$ cat src/rtl/tsu_pkg.sv
`default_nettype none

package tsu_pkg;

    // Store geometry
    localparam int STORE_DEPTH  = 32;
    localparam int SET_CAPACITY = 32;   // 1 .. STORE_DEPTH
    localparam int ADDR_W       = $clog2(STORE_DEPTH);
    localparam int CNT_W        = ADDR_W + 1;
    localparam int VALUE_W      = 32;

    localparam logic [CNT_W-1:0] CAP_CNT = CNT_W'(SET_CAPACITY);

    // Command queue between front and back (power of two depth)
    localparam int QUEUE_DEPTH = 2;
    localparam int QPTR_W      = $clog2(QUEUE_DEPTH);

    // Input command codes
    localparam logic [2:0] CMD_CLEAR = 3'd0;
    localparam logic [2:0] CMD_ADD   = 3'd1;
    localparam logic [2:0] CMD_QUERY = 3'd2;
    localparam logic [2:0] CMD_UNION = 3'd3;
    localparam logic [2:0] CMD_INTER = 3'd4;

    // Result kinds
    localparam logic [1:0] KIND_ADD   = 2'd0;
    localparam logic [1:0] KIND_QUERY = 2'd1;
    localparam logic [1:0] KIND_ELEM  = 2'd2;
    localparam logic [1:0] KIND_EMPTY = 2'd3;

    // Status codes
    localparam logic [1:0] ST_ADDED   = 2'd0;
    localparam logic [1:0] ST_PRESENT = 2'd1;
    localparam logic [1:0] ST_FULL    = 2'd2;
    localparam logic [1:0] ST_ABSENT  = 2'd0;
    localparam logic [1:0] ST_FOUND   = 2'd1;
    localparam logic [1:0] ST_NONE    = 2'd0;

    typedef enum logic [2:0] {
        OP_CLEAR,
        OP_ADD,
        OP_QUERY,
        OP_UNION,
        OP_INTER
    } op_t;

    typedef struct packed {
        op_t                op;
        logic               sel;
        logic [VALUE_W-1:0] value;
    } cmd_item_t;

    typedef struct packed {
        logic [1:0]         kind;
        logic [1:0]         status;
        logic [VALUE_W-1:0] element;
        logic               last;
    } result_t;

endpackage

`default_nettype wire

$ cat src/rtl/tsu_front.sv
`default_nettype none

module tsu_front
    import tsu_pkg::*;
(
    input  wire logic               clk,
    input  wire logic               rst_n,
    input  wire logic               in_vld,
    output logic                    in_rdy,
    input  wire logic [2:0]         command,
    input  wire logic               set_select,
    input  wire logic [VALUE_W-1:0] value,
    output logic                    push_vld,
    output cmd_item_t               push_item,
    input  wire logic               push_rdy
);

    logic      vld_reg;
    cmd_item_t item_reg;
    cmd_item_t item_next;
    logic      known;

    // Map command code to operation; unknown codes are dropped here
    always_comb
    begin
        item_next.sel   = set_select;
        item_next.value = value;
        known           = 1'b1;
        case (command)
            CMD_CLEAR: item_next.op = OP_CLEAR;
            CMD_ADD:   item_next.op = OP_ADD;
            CMD_QUERY: item_next.op = OP_QUERY;
            CMD_UNION: item_next.op = OP_UNION;
            CMD_INTER: item_next.op = OP_INTER;
            default:
            begin
                item_next.op = OP_CLEAR;
                known        = 1'b0;
            end
        endcase
    end

    assign in_rdy    = !vld_reg || push_rdy;
    assign push_vld  = vld_reg;
    assign push_item = item_reg;

    always_ff @(posedge clk or negedge rst_n)
    begin
        if (!rst_n)
        begin
            vld_reg  <= 1'b0;
            item_reg <= '0;
        end
        else if (in_vld && in_rdy)
        begin
            vld_reg  <= known;
            item_reg <= item_next;
        end
        else if (push_rdy)
        begin
            vld_reg <= 1'b0;
        end
    end

endmodule

`default_nettype wire

$ cat src/rtl/tsu_queue.sv
`default_nettype none

module tsu_queue
    import tsu_pkg::*;
(
    input  wire logic      clk,
    input  wire logic      rst_n,
    input  wire logic      push_vld,
    input  wire cmd_item_t push_item,
    output logic           push_rdy,
    output logic           pop_vld,
    output cmd_item_t      pop_item,
    input  wire logic      pop_rdy
);

    cmd_item_t         q_mem [QUEUE_DEPTH];
    logic [QPTR_W-1:0] wr_ptr_reg;
    logic [QPTR_W-1:0] rd_ptr_reg;
    logic [QPTR_W:0]   count_reg;
    logic              push;
    logic              pop;

    assign push_rdy = count_reg != (QPTR_W+1)'(QUEUE_DEPTH);
    assign pop_vld  = count_reg != '0;
    assign pop_item = q_mem[rd_ptr_reg];
    assign push     = push_vld && push_rdy;
    assign pop      = pop_vld && pop_rdy;

    always_ff @(posedge clk)
    begin
        if (push)
        begin
            q_mem[wr_ptr_reg] <= push_item;
        end
    end

    always_ff @(posedge clk or negedge rst_n)
    begin
        if (!rst_n)
        begin
            wr_ptr_reg <= '0;
            rd_ptr_reg <= '0;
            count_reg  <= '0;
        end
        else
        begin
            if (push)
            begin
                wr_ptr_reg <= wr_ptr_reg + 1'b1;
            end
            if (pop)
            begin
                rd_ptr_reg <= rd_ptr_reg + 1'b1;
            end
            case ({push, pop})
                2'b10:   count_reg <= count_reg + 1'b1;
                2'b01:   count_reg <= count_reg - 1'b1;
                default: count_reg <= count_reg;
            endcase
        end
    end

endmodule

`default_nettype wire

$ cat src/rtl/tsu_back.sv
`default_nettype none

module tsu_back
    import tsu_pkg::*;
(
    input  wire logic      clk,
    input  wire logic      rst_n,
    input  wire logic      pop_vld,
    input  wire cmd_item_t pop_item,
    output logic           pop_rdy,
    output logic           res_vld,
    output result_t        res,
    input  wire logic      res_rdy
);

    typedef enum logic [3:0] {
        S_IDLE,
        S_IN_RD,
        S_IN_CMP,
        S_OUT_RD,
        S_OUT_CMP,
        S_RESOLVE,
        S_TAKE,
        S_NEXT,
        S_PHASE_B,
        S_FINAL
    } state_t;

    logic [VALUE_W-1:0] mem_a [STORE_DEPTH];
    logic [VALUE_W-1:0] mem_b [STORE_DEPTH];
    logic [VALUE_W-1:0] rdata_a_reg;
    logic [VALUE_W-1:0] rdata_b_reg;

    state_t             state_reg;
    op_t                op_reg;
    logic               sel_reg;
    logic [VALUE_W-1:0] key_reg;
    logic [CNT_W-1:0]   cnt_a_reg;
    logic [CNT_W-1:0]   cnt_b_reg;
    logic [ADDR_W-1:0]  oidx_reg;
    logic [ADDR_W-1:0]  kidx_reg;
    logic [CNT_W-1:0]   n_reg;
    logic               outer_b_reg;
    logic               inner_b_reg;
    logic               phase_b_reg;
    logic               found_reg;
    logic               hold_vld_reg;
    logic [VALUE_W-1:0] hold_reg;
    logic               out_vld_reg;
    result_t            out_reg;

    logic [ADDR_W-1:0]  rd_addr;
    logic [VALUE_W-1:0] rdata_in;
    logic [VALUE_W-1:0] rdata_out;
    logic [CNT_W-1:0]   inner_cnt;
    logic [CNT_W-1:0]   outer_cnt;
    logic [CNT_W-1:0]   sel_cnt;
    logic [CNT_W-1:0]   pop_cnt;
    logic               out_free;
    logic               out_load;
    logic               add_ok;
    logic               last_in;
    logic               last_out;
    logic               qualify;
    logic               wr_en;

    assign rd_addr   = (state_reg == S_IN_RD) ? kidx_reg : oidx_reg;
    assign rdata_in  = inner_b_reg ? rdata_b_reg : rdata_a_reg;
    assign rdata_out = outer_b_reg ? rdata_b_reg : rdata_a_reg;
    assign inner_cnt = inner_b_reg ? cnt_b_reg : cnt_a_reg;
    assign outer_cnt = outer_b_reg ? cnt_b_reg : cnt_a_reg;
    assign sel_cnt   = sel_reg ? cnt_b_reg : cnt_a_reg;
    assign pop_cnt   = pop_item.sel ? cnt_b_reg : cnt_a_reg;
    assign out_free  = !out_vld_reg || res_rdy;
    assign add_ok    = !found_reg && (sel_cnt < CAP_CNT);
    assign last_in   = ({1'b0, kidx_reg} + 1'b1) == inner_cnt;
    assign last_out  = ({1'b0, oidx_reg} + 1'b1) == outer_cnt;
    // union keeps B members missing from A, intersection keeps A members found in B
    assign qualify   = (op_reg == OP_UNION) ? !found_reg : found_reg;
    assign wr_en     = (state_reg == S_RESOLVE) && (op_reg == OP_ADD) && out_free && add_ok;
    // output register is reloaded this cycle
    assign out_load  = out_free &&
                       ((state_reg == S_RESOLVE && (op_reg == OP_ADD || op_reg == OP_QUERY)) ||
                        (state_reg == S_TAKE && hold_vld_reg) ||
                        (state_reg == S_FINAL));

    assign pop_rdy = state_reg == S_IDLE;
    assign res_vld = out_vld_reg;
    assign res     = out_reg;

    // One read port per store, registered; one write port for add
    always_ff @(posedge clk)
    begin
        rdata_a_reg <= mem_a[rd_addr];
        rdata_b_reg <= mem_b[rd_addr];
        if (wr_en && !sel_reg)
        begin
            mem_a[sel_cnt[ADDR_W-1:0]] <= key_reg;
        end
        if (wr_en && sel_reg)
        begin
            mem_b[sel_cnt[ADDR_W-1:0]] <= key_reg;
        end
    end

    always_ff @(posedge clk or negedge rst_n)
    begin
        if (!rst_n)
        begin
            state_reg    <= S_IDLE;
            op_reg       <= OP_CLEAR;
            sel_reg      <= 1'b0;
            key_reg      <= '0;
            cnt_a_reg    <= '0;
            cnt_b_reg    <= '0;
            oidx_reg     <= '0;
            kidx_reg     <= '0;
            n_reg        <= '0;
            outer_b_reg  <= 1'b0;
            inner_b_reg  <= 1'b0;
            phase_b_reg  <= 1'b0;
            found_reg    <= 1'b0;
            hold_vld_reg <= 1'b0;
            hold_reg     <= '0;
            out_vld_reg  <= 1'b0;
            out_reg      <= '0;
        end
        else
        begin
            if (out_vld_reg && res_rdy && !out_load)
            begin
                out_vld_reg <= 1'b0;
            end
            case (state_reg)
                S_IDLE:
                begin
                    if (pop_vld)
                    begin
                        op_reg       <= pop_item.op;
                        sel_reg      <= pop_item.sel;
                        key_reg      <= pop_item.value;
                        oidx_reg     <= '0;
                        kidx_reg     <= '0;
                        n_reg        <= '0;
                        phase_b_reg  <= 1'b0;
                        found_reg    <= 1'b0;
                        hold_vld_reg <= 1'b0;
                        case (pop_item.op)
                            OP_CLEAR:
                            begin
                                if (pop_item.sel)
                                begin
                                    cnt_b_reg <= '0;
                                end
                                else
                                begin
                                    cnt_a_reg <= '0;
                                end
                            end
                            OP_ADD, OP_QUERY:
                            begin
                                inner_b_reg <= pop_item.sel;
                                state_reg   <= (pop_cnt == '0) ? S_RESOLVE : S_IN_RD;
                            end
                            OP_UNION:
                            begin
                                outer_b_reg <= 1'b0;
                                inner_b_reg <= 1'b0;
                                state_reg   <= (cnt_a_reg == '0) ? S_PHASE_B : S_OUT_RD;
                            end
                            OP_INTER:
                            begin
                                outer_b_reg <= 1'b0;
                                inner_b_reg <= 1'b1;
                                state_reg   <= (cnt_a_reg == '0) ? S_FINAL : S_OUT_RD;
                            end
                            default:
                            begin
                                state_reg <= S_IDLE;
                            end
                        endcase
                    end
                end
                S_IN_RD:
                begin
                    state_reg <= S_IN_CMP;
                end
                S_IN_CMP:
                begin
                    if (rdata_in == key_reg)
                    begin
                        found_reg <= 1'b1;
                        state_reg <= S_RESOLVE;
                    end
                    else if (last_in)
                    begin
                        found_reg <= 1'b0;
                        state_reg <= S_RESOLVE;
                    end
                    else
                    begin
                        kidx_reg  <= kidx_reg + 1'b1;
                        state_reg <= S_IN_RD;
                    end
                end
                S_OUT_RD:
                begin
                    state_reg <= S_OUT_CMP;
                end
                S_OUT_CMP:
                begin
                    key_reg   <= rdata_out;
                    kidx_reg  <= '0;
                    found_reg <= 1'b0;
                    if (op_reg == OP_UNION && !phase_b_reg)
                    begin
                        state_reg <= S_TAKE;
                    end
                    else if (inner_cnt == '0)
                    begin
                        state_reg <= S_RESOLVE;
                    end
                    else
                    begin
                        state_reg <= S_IN_RD;
                    end
                end
                S_RESOLVE:
                begin
                    if (op_reg == OP_ADD || op_reg == OP_QUERY)
                    begin
                        if (out_free)
                        begin
                            out_vld_reg     <= 1'b1;
                            out_reg.element <= '0;
                            out_reg.last    <= 1'b1;
                            if (op_reg == OP_ADD)
                            begin
                                out_reg.kind <= KIND_ADD;
                                if (found_reg)
                                begin
                                    out_reg.status <= ST_PRESENT;
                                end
                                else if (add_ok)
                                begin
                                    out_reg.status <= ST_ADDED;
                                    if (sel_reg)
                                    begin
                                        cnt_b_reg <= cnt_b_reg + 1'b1;
                                    end
                                    else
                                    begin
                                        cnt_a_reg <= cnt_a_reg + 1'b1;
                                    end
                                end
                                else
                                begin
                                    out_reg.status <= ST_FULL;
                                end
                            end
                            else
                            begin
                                out_reg.kind   <= KIND_QUERY;
                                out_reg.status <= found_reg ? ST_FOUND : ST_ABSENT;
                            end
                            state_reg <= S_IDLE;
                        end
                    end
                    else
                    begin
                        state_reg <= qualify ? S_TAKE : S_NEXT;
                    end
                end
                S_TAKE:
                begin
                    // one element is held back so the final one can carry last
                    if (!hold_vld_reg)
                    begin
                        hold_reg     <= key_reg;
                        hold_vld_reg <= 1'b1;
                        n_reg        <= n_reg + 1'b1;
                        state_reg    <= S_NEXT;
                    end
                    else if (out_free)
                    begin
                        out_vld_reg <= 1'b1;
                        out_reg     <= '{KIND_ELEM, ST_NONE, hold_reg, 1'b0};
                        hold_reg    <= key_reg;
                        n_reg       <= n_reg + 1'b1;
                        state_reg   <= S_NEXT;
                    end
                end
                S_NEXT:
                begin
                    if (last_out)
                    begin
                        state_reg <= (op_reg == OP_UNION && !phase_b_reg) ? S_PHASE_B : S_FINAL;
                    end
                    else if (n_reg == CAP_CNT)
                    begin
                        state_reg <= S_FINAL;
                    end
                    else
                    begin
                        oidx_reg  <= oidx_reg + 1'b1;
                        state_reg <= S_OUT_RD;
                    end
                end
                S_PHASE_B:
                begin
                    phase_b_reg <= 1'b1;
                    outer_b_reg <= 1'b1;
                    inner_b_reg <= 1'b0;
                    oidx_reg    <= '0;
                    state_reg   <= (cnt_b_reg == '0 || n_reg == CAP_CNT) ? S_FINAL : S_OUT_RD;
                end
                S_FINAL:
                begin
                    if (out_free)
                    begin
                        out_vld_reg <= 1'b1;
                        if (hold_vld_reg)
                        begin
                            out_reg <= '{KIND_ELEM, ST_NONE, hold_reg, 1'b1};
                        end
                        else
                        begin
                            out_reg <= '{KIND_EMPTY, ST_NONE, {VALUE_W{1'b0}}, 1'b1};
                        end
                        hold_vld_reg <= 1'b0;
                        state_reg    <= S_IDLE;
                    end
                end
                default:
                begin
                    state_reg <= S_IDLE;
                end
            endcase
        end
    end

endmodule

`default_nettype wire

$ cat src/rtl/two_set_store_union_intersection_unit.sv
// Two-set store: keeps sets A and B of signed 32-bit values (up to 32 each,
// insertion order) and runs clear / add / query / union / intersection.
// Input stream (s_*): one transaction per command. s_tuser holds command and
// set_select, s_tdata the value. Codes 5..7 are dropped with no result.
// Output stream (m_*): result transactions. Add and query give one result;
// union and intersection give one result per element, m_tlast on the final
// one, or a single empty-set result. Clear gives nothing.
// A command passes the front register and the queue, then the back
// sequencer runs it: add/query scan the selected set, union walks A and then
// checks each B entry against A, intersection checks each A entry against B.
// Each store has one registered read port, so every membership check walks
// the other set one entry at a time, a read state then a compare state per
// entry. The back takes the next command only once it is idle again.
// The front accepts and decodes commands into a 2-deep queue, so a few
// commands can be taken while the back is busy or the output is stalled.
// When m_tready is low the back holds the pending result and waits.
// Reset (rst_n, async, active low) empties both sets and the queue; store
// contents are not cleared, only the counts.
`default_nettype none

module two_set_store_union_intersection_unit
    import tsu_pkg::*;
(
    input  wire logic        clk,
    input  wire logic        rst_n,
    input  wire logic        s_tvalid,
    output logic             s_tready,
    input  wire logic [31:0] s_tdata,   // [31:0] value
    input  wire logic [3:0]  s_tuser,   // [2:0] command, [3] set_select
    output logic             m_tvalid,
    input  wire logic        m_tready,
    output logic [39:0]      m_tdata,   // [1:0] status, [33:2] element, [39:34] zero
    output logic [1:0]       m_tuser,   // [1:0] result_kind
    output logic             m_tlast    // last result of the transaction's command
);

    logic      push_vld;
    logic      push_rdy;
    cmd_item_t push_item;
    logic      pop_vld;
    logic      pop_rdy;
    cmd_item_t pop_item;
    logic      res_vld;
    result_t   res;

    tsu_front u_front (
        .clk        (clk),
        .rst_n      (rst_n),
        .in_vld     (s_tvalid),
        .in_rdy     (s_tready),
        .command    (s_tuser[2:0]),
        .set_select (s_tuser[3]),
        .value      (s_tdata),
        .push_vld   (push_vld),
        .push_item  (push_item),
        .push_rdy   (push_rdy)
    );

    tsu_queue u_queue (
        .clk       (clk),
        .rst_n     (rst_n),
        .push_vld  (push_vld),
        .push_item (push_item),
        .push_rdy  (push_rdy),
        .pop_vld   (pop_vld),
        .pop_item  (pop_item),
        .pop_rdy   (pop_rdy)
    );

    tsu_back u_back (
        .clk      (clk),
        .rst_n    (rst_n),
        .pop_vld  (pop_vld),
        .pop_item (pop_item),
        .pop_rdy  (pop_rdy),
        .res_vld  (res_vld),
        .res      (res),
        .res_rdy  (m_tready)
    );

    assign m_tvalid = res_vld;
    assign m_tdata  = {6'b0, res.element, res.status};
    assign m_tuser  = res.kind;
    assign m_tlast  = res.last;

`ifndef ASSERT_OFF
    // front must stall the input while its slot cannot drain into a full queue
    a_front_backpressure: assert property (@(posedge clk) disable iff (!rst_n)
        (push_vld && !push_rdy) |-> !s_tready)
        else $error("input accepted while front slot blocked");

    // single-result answers always close their command
    a_single_last: assert property (@(posedge clk) disable iff (!rst_n)
        (m_tvalid && (m_tuser == KIND_ADD || m_tuser == KIND_QUERY ||
                      m_tuser == KIND_EMPTY)) |-> m_tlast)
        else $error("single result without last");

    // element results carry no status
    a_elem_status: assert property (@(posedge clk) disable iff (!rst_n)
        (m_tvalid && m_tuser == KIND_ELEM) |-> (m_tdata[1:0] == ST_NONE))
        else $error("element result with nonzero status");

    // the back takes a command only when idle; any but clear moves it out of idle
    a_pop_idle: assert property (@(posedge clk) disable iff (!rst_n)
        (pop_vld && pop_rdy) |=> !(pop_rdy && $past(pop_item.op) != OP_CLEAR))
        else $error("back took a command while busy");
`endif

endmodule

`default_nettype wire

$ cat config.mk
export PLATFORM = sky130hd
export DESIGN_NAME = two_set_store_union_intersection_unit
export DESIGN_NICKNAME = d
export VERILOG_FILES = /design/src/rtl/tsu_pkg.sv /design/src/rtl/tsu_front.sv /design/src/rtl/tsu_queue.sv /design/src/rtl/tsu_back.sv /design/src/rtl/two_set_store_union_intersection_unit.sv
export SDC_FILE = /design/constraint.sdc
export NUM_CORES = 2
export LEC_CHECK = 0
export BUFFER_PORTS_ARGS = -buffer_cell sky130_fd_sc_hd__buf_2
export CAP_MARGIN = 15
export CELL_PAD_IN_SITES_DETAIL_PLACEMENT = 1
export CELL_PAD_IN_SITES_GLOBAL_PLACEMENT = 1
export CORE_AREA = 8 8 463 465
export DETAILED_ROUTE_END_ITERATION = 7
export DIE_AREA = 0 0 471 473
export PLACE_DENSITY = 0.76
export SETUP_SLACK_MARGIN = 0.02
export SLEW_MARGIN = 5
export SYNTH_ARGS = -nofsm -noshare
export SYNTH_HDL_FRONTEND = slang
export SYNTH_SLANG_ARGS = --single-unit
$ cat constraint.sdc
create_clock -name clk -period 7.15 [get_ports clk]
set_clock_uncertainty 0.05 [all_clocks]
set_input_delay 1.0725 -clock clk [delete_from_list [all_inputs] [get_ports clk]]
set_output_delay 1.0725 -clock clk [all_outputs]
set_load 0.02 [all_outputs]
### Word level (Yosys, flattened, before mapping)

Memories as Yosys holds them, arrays and structs flattened. A register that Yosys moved wholly into a read port is not among the register bits.
Cells that the tools add are included.

* bits in latches: 0
* RAM bits: 2120
* ROM bits: 0
* bits in registers: 184
* memories: 3
* output and inout port bits: 45
* bits of input ports: 40

Memories
* u_back.mem_a: depth 32, width 32, rd ports 1, clocked after Yosys merged registers in 1, write ports 1, line tsu_back.sv:29 `logic [VALUE_W-1:0] mem_a [STORE_DEPTH];`
* u_back.mem_b: depth 32, width 32, rd ports 1, clocked after Yosys merged registers in 1, write ports 1, line tsu_back.sv:30 `logic [VALUE_W-1:0] mem_b [STORE_DEPTH];`
* u_queue.q_mem: depth 2, width 36, rd ports 1, clocked after Yosys merged registers in 0, write ports 1, line tsu_queue.sv:16 `cmd_item_t q_mem [QUEUE_DEPTH];`

* add/sub/neg operators: 11
* div/mod/pow operators: 0
* equal/unequal tests: 51
* reductions and logical operators: 63
* bitwise operators: 0
* shift operators: 0
* muxes and demuxes: 102
* $lt $le $gt $ge: 1
* multiply operators: 0

Operators by type and width (count)
* two-way mux 37 bit: 5
* two-way mux 32 bit: 5
* two-way mux 6 bit: 25
* case mux 37 bit (3 select lines): 1
* case mux 32 bit (2 select lines): 1
* two-way mux 4 bit: 12
* case mux 4 bit (10 select lines): 1
* two-way mux 36 bit: 1
* case mux 6 bit (2 select lines): 3
* == test 32 bit: 1
* two-way mux 5 bit: 6
* case mux 5 bit (3 select lines): 2
* != test 2 bit (second input constant): 13
* logical NOT 6 bit: 4
* two-way mux 1 bit: 24
* AND reduction 10 bit: 2
* adder 6 x 1 -> 6 bit (second input constant): 3
* == test 3 x 2 -> 1 bit (second input constant): 6
* != test 2 x 1 -> 1 bit (second input constant): 9
* AND reduction 3 bit: 6
* == test 4 x 3 -> 1 bit (second input constant): 4
* case mux 4 bit (4 select lines): 1
* logical AND 1 bit: 15
* nonzero test 2 bit: 7
* other kinds (34): 71

### Depth between registers and ports, before layout

* depth after elaboration: 12
* mapped depth: 12
* gate-level depth less buffers: 8

### Cells and area by module

From an unflattened synthesis, not the netlist that was laid out.

* cells, all modules: 6210
* area total of the unflattened synthesis: 92488.7 um^2

By module, submodules not included
* tsu_back: instances 1, sequential area each 66358.6 um^2, cells each 5990, area each 88097.0 um^2
* tsu_queue: instances 1, sequential area each 2262.2 um^2, cells each 129, area each 2807.7 um^2
* tsu_front: instances 1, sequential area each 925.9 um^2, cells each 84, area each 1535.2 um^2
* two_set_store_union_intersection_unit: instances 1, sequential area each 0.0 um^2, cells each 7, area each 48.8 um^2

### Worst setup path after synthesis

OpenSTA, ideal clock, no wires.

* kind: input port to flip-flop
* start: in m_tready
* end: mem u_back.mem_a[11][0] (enable)
* setup slack: 3.263 ns
* buffers on the path: 1
* required time: 6.679 ns
* arrival time: 3.415 ns
* cell stages on the path: 5
* cell sequence: nand2b_1 -> and3_1 -> clkbuf_1 -> nand4b_1 -> nor2_1

* longest elaborated chain between the ends: 6

Ends and longest elaborated chain
* from (decl): line two_set_store_union_intersection_unit.sv:31 `input wire logic m_tready,`
* logical OR 1 bit: line tsu_back.sv:74 `assign out_free = !out_vld_reg || res_rdy;`
* logical AND 1 bit (2 in series): line tsu_back.sv:80 `assign wr_en = (state_reg == S_RESOLVE) && (op_reg == OP_ADD) && out_free && add_ok;`
* logical AND 1 bit: line tsu_back.sv:96 `if (wr_en && !sel_reg)`
* two-way mux 1 bit: line tsu_back.sv:96
* two-way mux 1 bit (implied by the code): line tsu_back.sv:98 `mem_a[sel_cnt[ADDR_W-1:0]] <= key_reg;`
* to (decl): line tsu_back.sv:29

No other way between the ends.

### Worst setup path after layout

* start: reg u_back.state_reg[1]
* end: mem u_back.mem_a[4][24] (enable)

* longest elaborated chain between the ends: 7

Ends and longest elaborated chain
* from (decl): line tsu_back.sv:34 `state_t state_reg;`
* from (signal assigned): line tsu_back.sv:163 `state_reg <= (pop_cnt == '0) ? S_RESOLVE : S_IN_RD;`
* from (signal assigned): line tsu_back.sv:169 `state_reg <= (cnt_a_reg == '0) ? S_PHASE_B : S_OUT_RD;`
* from (signal assigned): line tsu_back.sv:175 `state_reg <= (cnt_a_reg == '0) ? S_FINAL : S_OUT_RD;`
* == test 4 x 3 -> 1 bit: line tsu_back.sv:80
* logical AND 1 bit (3 in series): line tsu_back.sv:80
* logical AND 1 bit: line tsu_back.sv:96
* two-way mux 1 bit: line tsu_back.sv:96
* two-way mux 1 bit (implied by the code): line tsu_back.sv:98

No other way between the ends.

==> impl_metrics.ini <==
[run_status]
status = complete, no violations

[synthesis]
synth_edf_count = 2120
yosysWarnings = 0
synth_area_um2 = 92400
yosysUniqueCellTypes = 79
ys_async_sr_fraction_pct = 7.77
synthFlopType = edfxtp_1
yosysSeqAreaShare_pct = 75.2
ys_seq_elements = 2368
syn_area_per_cell_um2 = 15.5
netlist_instances = 5971

[grt]
grt_usage_pct = 25.6
first_global_vias = 59100
grt_max_degree = 122
grt-ovfl-total = 0
grt_pass1_wl_mm = 420
antenna_found_initial = 17

[layout]
fill_cells = 19600
fin_cells = 8995
layout_commonest_cell = edfxtp_1
final_cell_mix = 2120 x edfxtp_1, 972 x nand2_1, 514 x mux2i_1, 308 x a21oi_1, 223 x clkbuf_16
area_growth_pct = 12.5
design_area_um2 = 104000
nets = 6145
drive_gt1_share_pct = 14.2

[routing]
num_vias = 56800
dr.pass1.iters = 6
drc = 0
ant_nets = 0
wirelength_mm = 295
drtIter0Drc = 7478
detail_route.wl_per_cell_um = 32.8
viasPerCell = 6.31

[power_and_ir_drop]
p_switching_mw = 14.3
vdd_drop_max_uv = 538
p_int_mw = 27.0
clkPwrFrac_pct = 28.1
powerDensity_nw_per_um2 = 397
p_sw_share_pct = 34.7
seq_power_share_pct = 45.0
pwr-share-comb_pct = 26.9
power_leakage_nw = 35.0

[setup_path]
crit_required_ns = 7.66
crit_path_start_kind = flip-flop
crit_type = reg -> reg
rrSetupSlack_ns = 2.39
reg2reg_depth = 6
reg2reg_from = u_back.state_reg[1]$_DFFE_PN0P_
cp-end-kind = flip-flop
reg2reg_to = u_back.mem_a[4][24]$_DFFE_PP_
worst-endpoint-arrival_ns = 5.27
worst-path-max-fanout = 23

[placed_design]
gp_congestion = 0.895
dpl_cell_area_um2 = 96800
dp_slack_ns = 2.25
dp_cells = 8573
hpwlAfterDp_mm = 171
io_buffer_count = 78

[clock_network]
cts_tree = yes
postCtsSetupBuffers = 0
cts_buffer_depth = 3
clk_latency_ns = 0.87
cts_num_sinks = 2368
cts-resized-gates = 0
hold_buffers = 0
cts-root-buf = clkbuf_16
cts_max_level = 4
cts_inserted_buffers = 216
clk_pin_slew_ns = 0.07

[floorplan]
ios = 85
fp.dieH_um = 473
row_count = 167
die_x_um = 471
start_util_pct = 44.8
die_area_um2 = 223000
core_area_um2 = 206000

[sta]
hold_viol_final = 0
slew_violations = 0
layout_setup_ws_ns = 2.39
tns_ns = 0
max_clock_freq_mhz = 210
worstMarginPinSlew_ns = 1.30
rsz0062_at_grt = no
period_share_pct = 66.6
slew-limit-headroom_pct = 12.0
min_period_ns = 4.76
setup_viol = 0

[worst_hold_path]
hp-class = in -> async

[job]
max_cap_viol_count = 0
[cell type report]
| class | count | area, um^2 | area share, % |
|---|---|---|---|
| Multi-Input combinational cell | 3226 | 21800 | 21.0 |
| Clock buffer | 310 | 6170 | 5.93 |
| Inverter | 21 | 78.8 | 0.0758 |
| Tap cell | 2704 | 3380 | 3.25 |
| Antenna cell | 5 | 12.5 | 0.0120 |
| Timing Repair Buffer | 263 | 2050 | 1.98 |
| Sequential cell | 2368 | 69600 | 66.9 |
| Clock inverter | 98 | 863 | 0.830 |
[synth_stat cells, drive strengths merged (85+ instances only)]
master  instances  share of area (%)
edfxtp       2120                 69
nand2         976                4.0
mux2i         521                5.6
a21oi         309                1.7
buf           215                1.3
o22ai         198                1.3
dfrtp         184                5.0
nor2          167               0.70
o21ai         148               0.80
clkbuf        146               0.59
nand3         137               0.74
nor4           90               0.61
mux2           88                1.1
mux4           85                2.1
[power by group through the flow]
stage | clock network, mW | logic, mW | registers (mW)
final | 11.6 | 11.1 | 18.6
after global routing | 12.1 | 11.5 | 18.6
after detailed placement | 0 | 10.7 | 18.8
after CTS | 11.7 | 10.8 | 18.5
after floorplan | 0 | 5.01 | 19.1
after global placement | 0 | 10.3 | 18.8
[worst max path at each step]
| stage | start | end | slack [ns] | depth (start not counted) |
|---|---|---|---|---|
| floorplan | m_tready | u_back.mem_a[11][0]$_DFFE_PP_ | 3.26 | 5 |
| global placement | m_tready | u_back.mem_b[18][2]$_DFFE_PP_ | 2.18 | 6 |
| detailed placement | m_tready | u_back.mem_a[2][17]$_DFFE_PP_ | 2.25 | 6 |
| CTS | u_back.state_reg[1]$_DFFE_PN0P_ | u_back.mem_a[1][24]$_DFFE_PP_ | 2.39 | 6 |
| global route | u_back.state_reg[1]$_DFFE_PN0P_ | u_back.mem_a[4][6]$_DFFE_PP_ | 2.29 | 6 |
| finish | u_back.state_reg[1]$_DFFE_PN0P_ | u_back.mem_a[4][24]$_DFFE_PP_ | 2.39 | 6 |
[metal layers]
layer  vias to the layer above  global-route usage (%)  wire length (um)
met3                       663                    6.71             32500
met5                         -                       0                72
li1                      23100                       -                 -
met2                      3474                    40.0            134000
met4                        12                    11.7             14900
met1                     29500                    33.7            113000
[logic make-up after synthesis]
kind of cell	synth area share, %
buffers and inverters	1.98
xor gates and xnor gates	0.616
muxes	8.80
adders and majority gates	0.143
DFF	75.2
other	0.00406
and+or+nand+nor	7.19
AOI/OAI and AO/OA	6.03
[through the flow]
stage / util, % / hold WS (ns) / total power [mW]
floorplan: - / 0.387 / 24.1
global placement: 46.9 / 0.398 / 29.0
detailed placement: 46.9 / 0.409 / 29.5
CTS: 50.3 / 0.302 / 41.0
global route: 50.4 / 0.354 / 42.2
finish: 50.4 / 0.296 / 41.3
[worst max-delay path, stage by stage (launching register included)]
cell and delay [ns]:
dfrtp_1 0.60, nand2b_1 0.34, nor2_1 0.34, and3_1 0.56, nand4b_1 1.06, nor2_4 1.13, buf_4 0.34
Note: power is estimated with default switching activity, not from simulation.
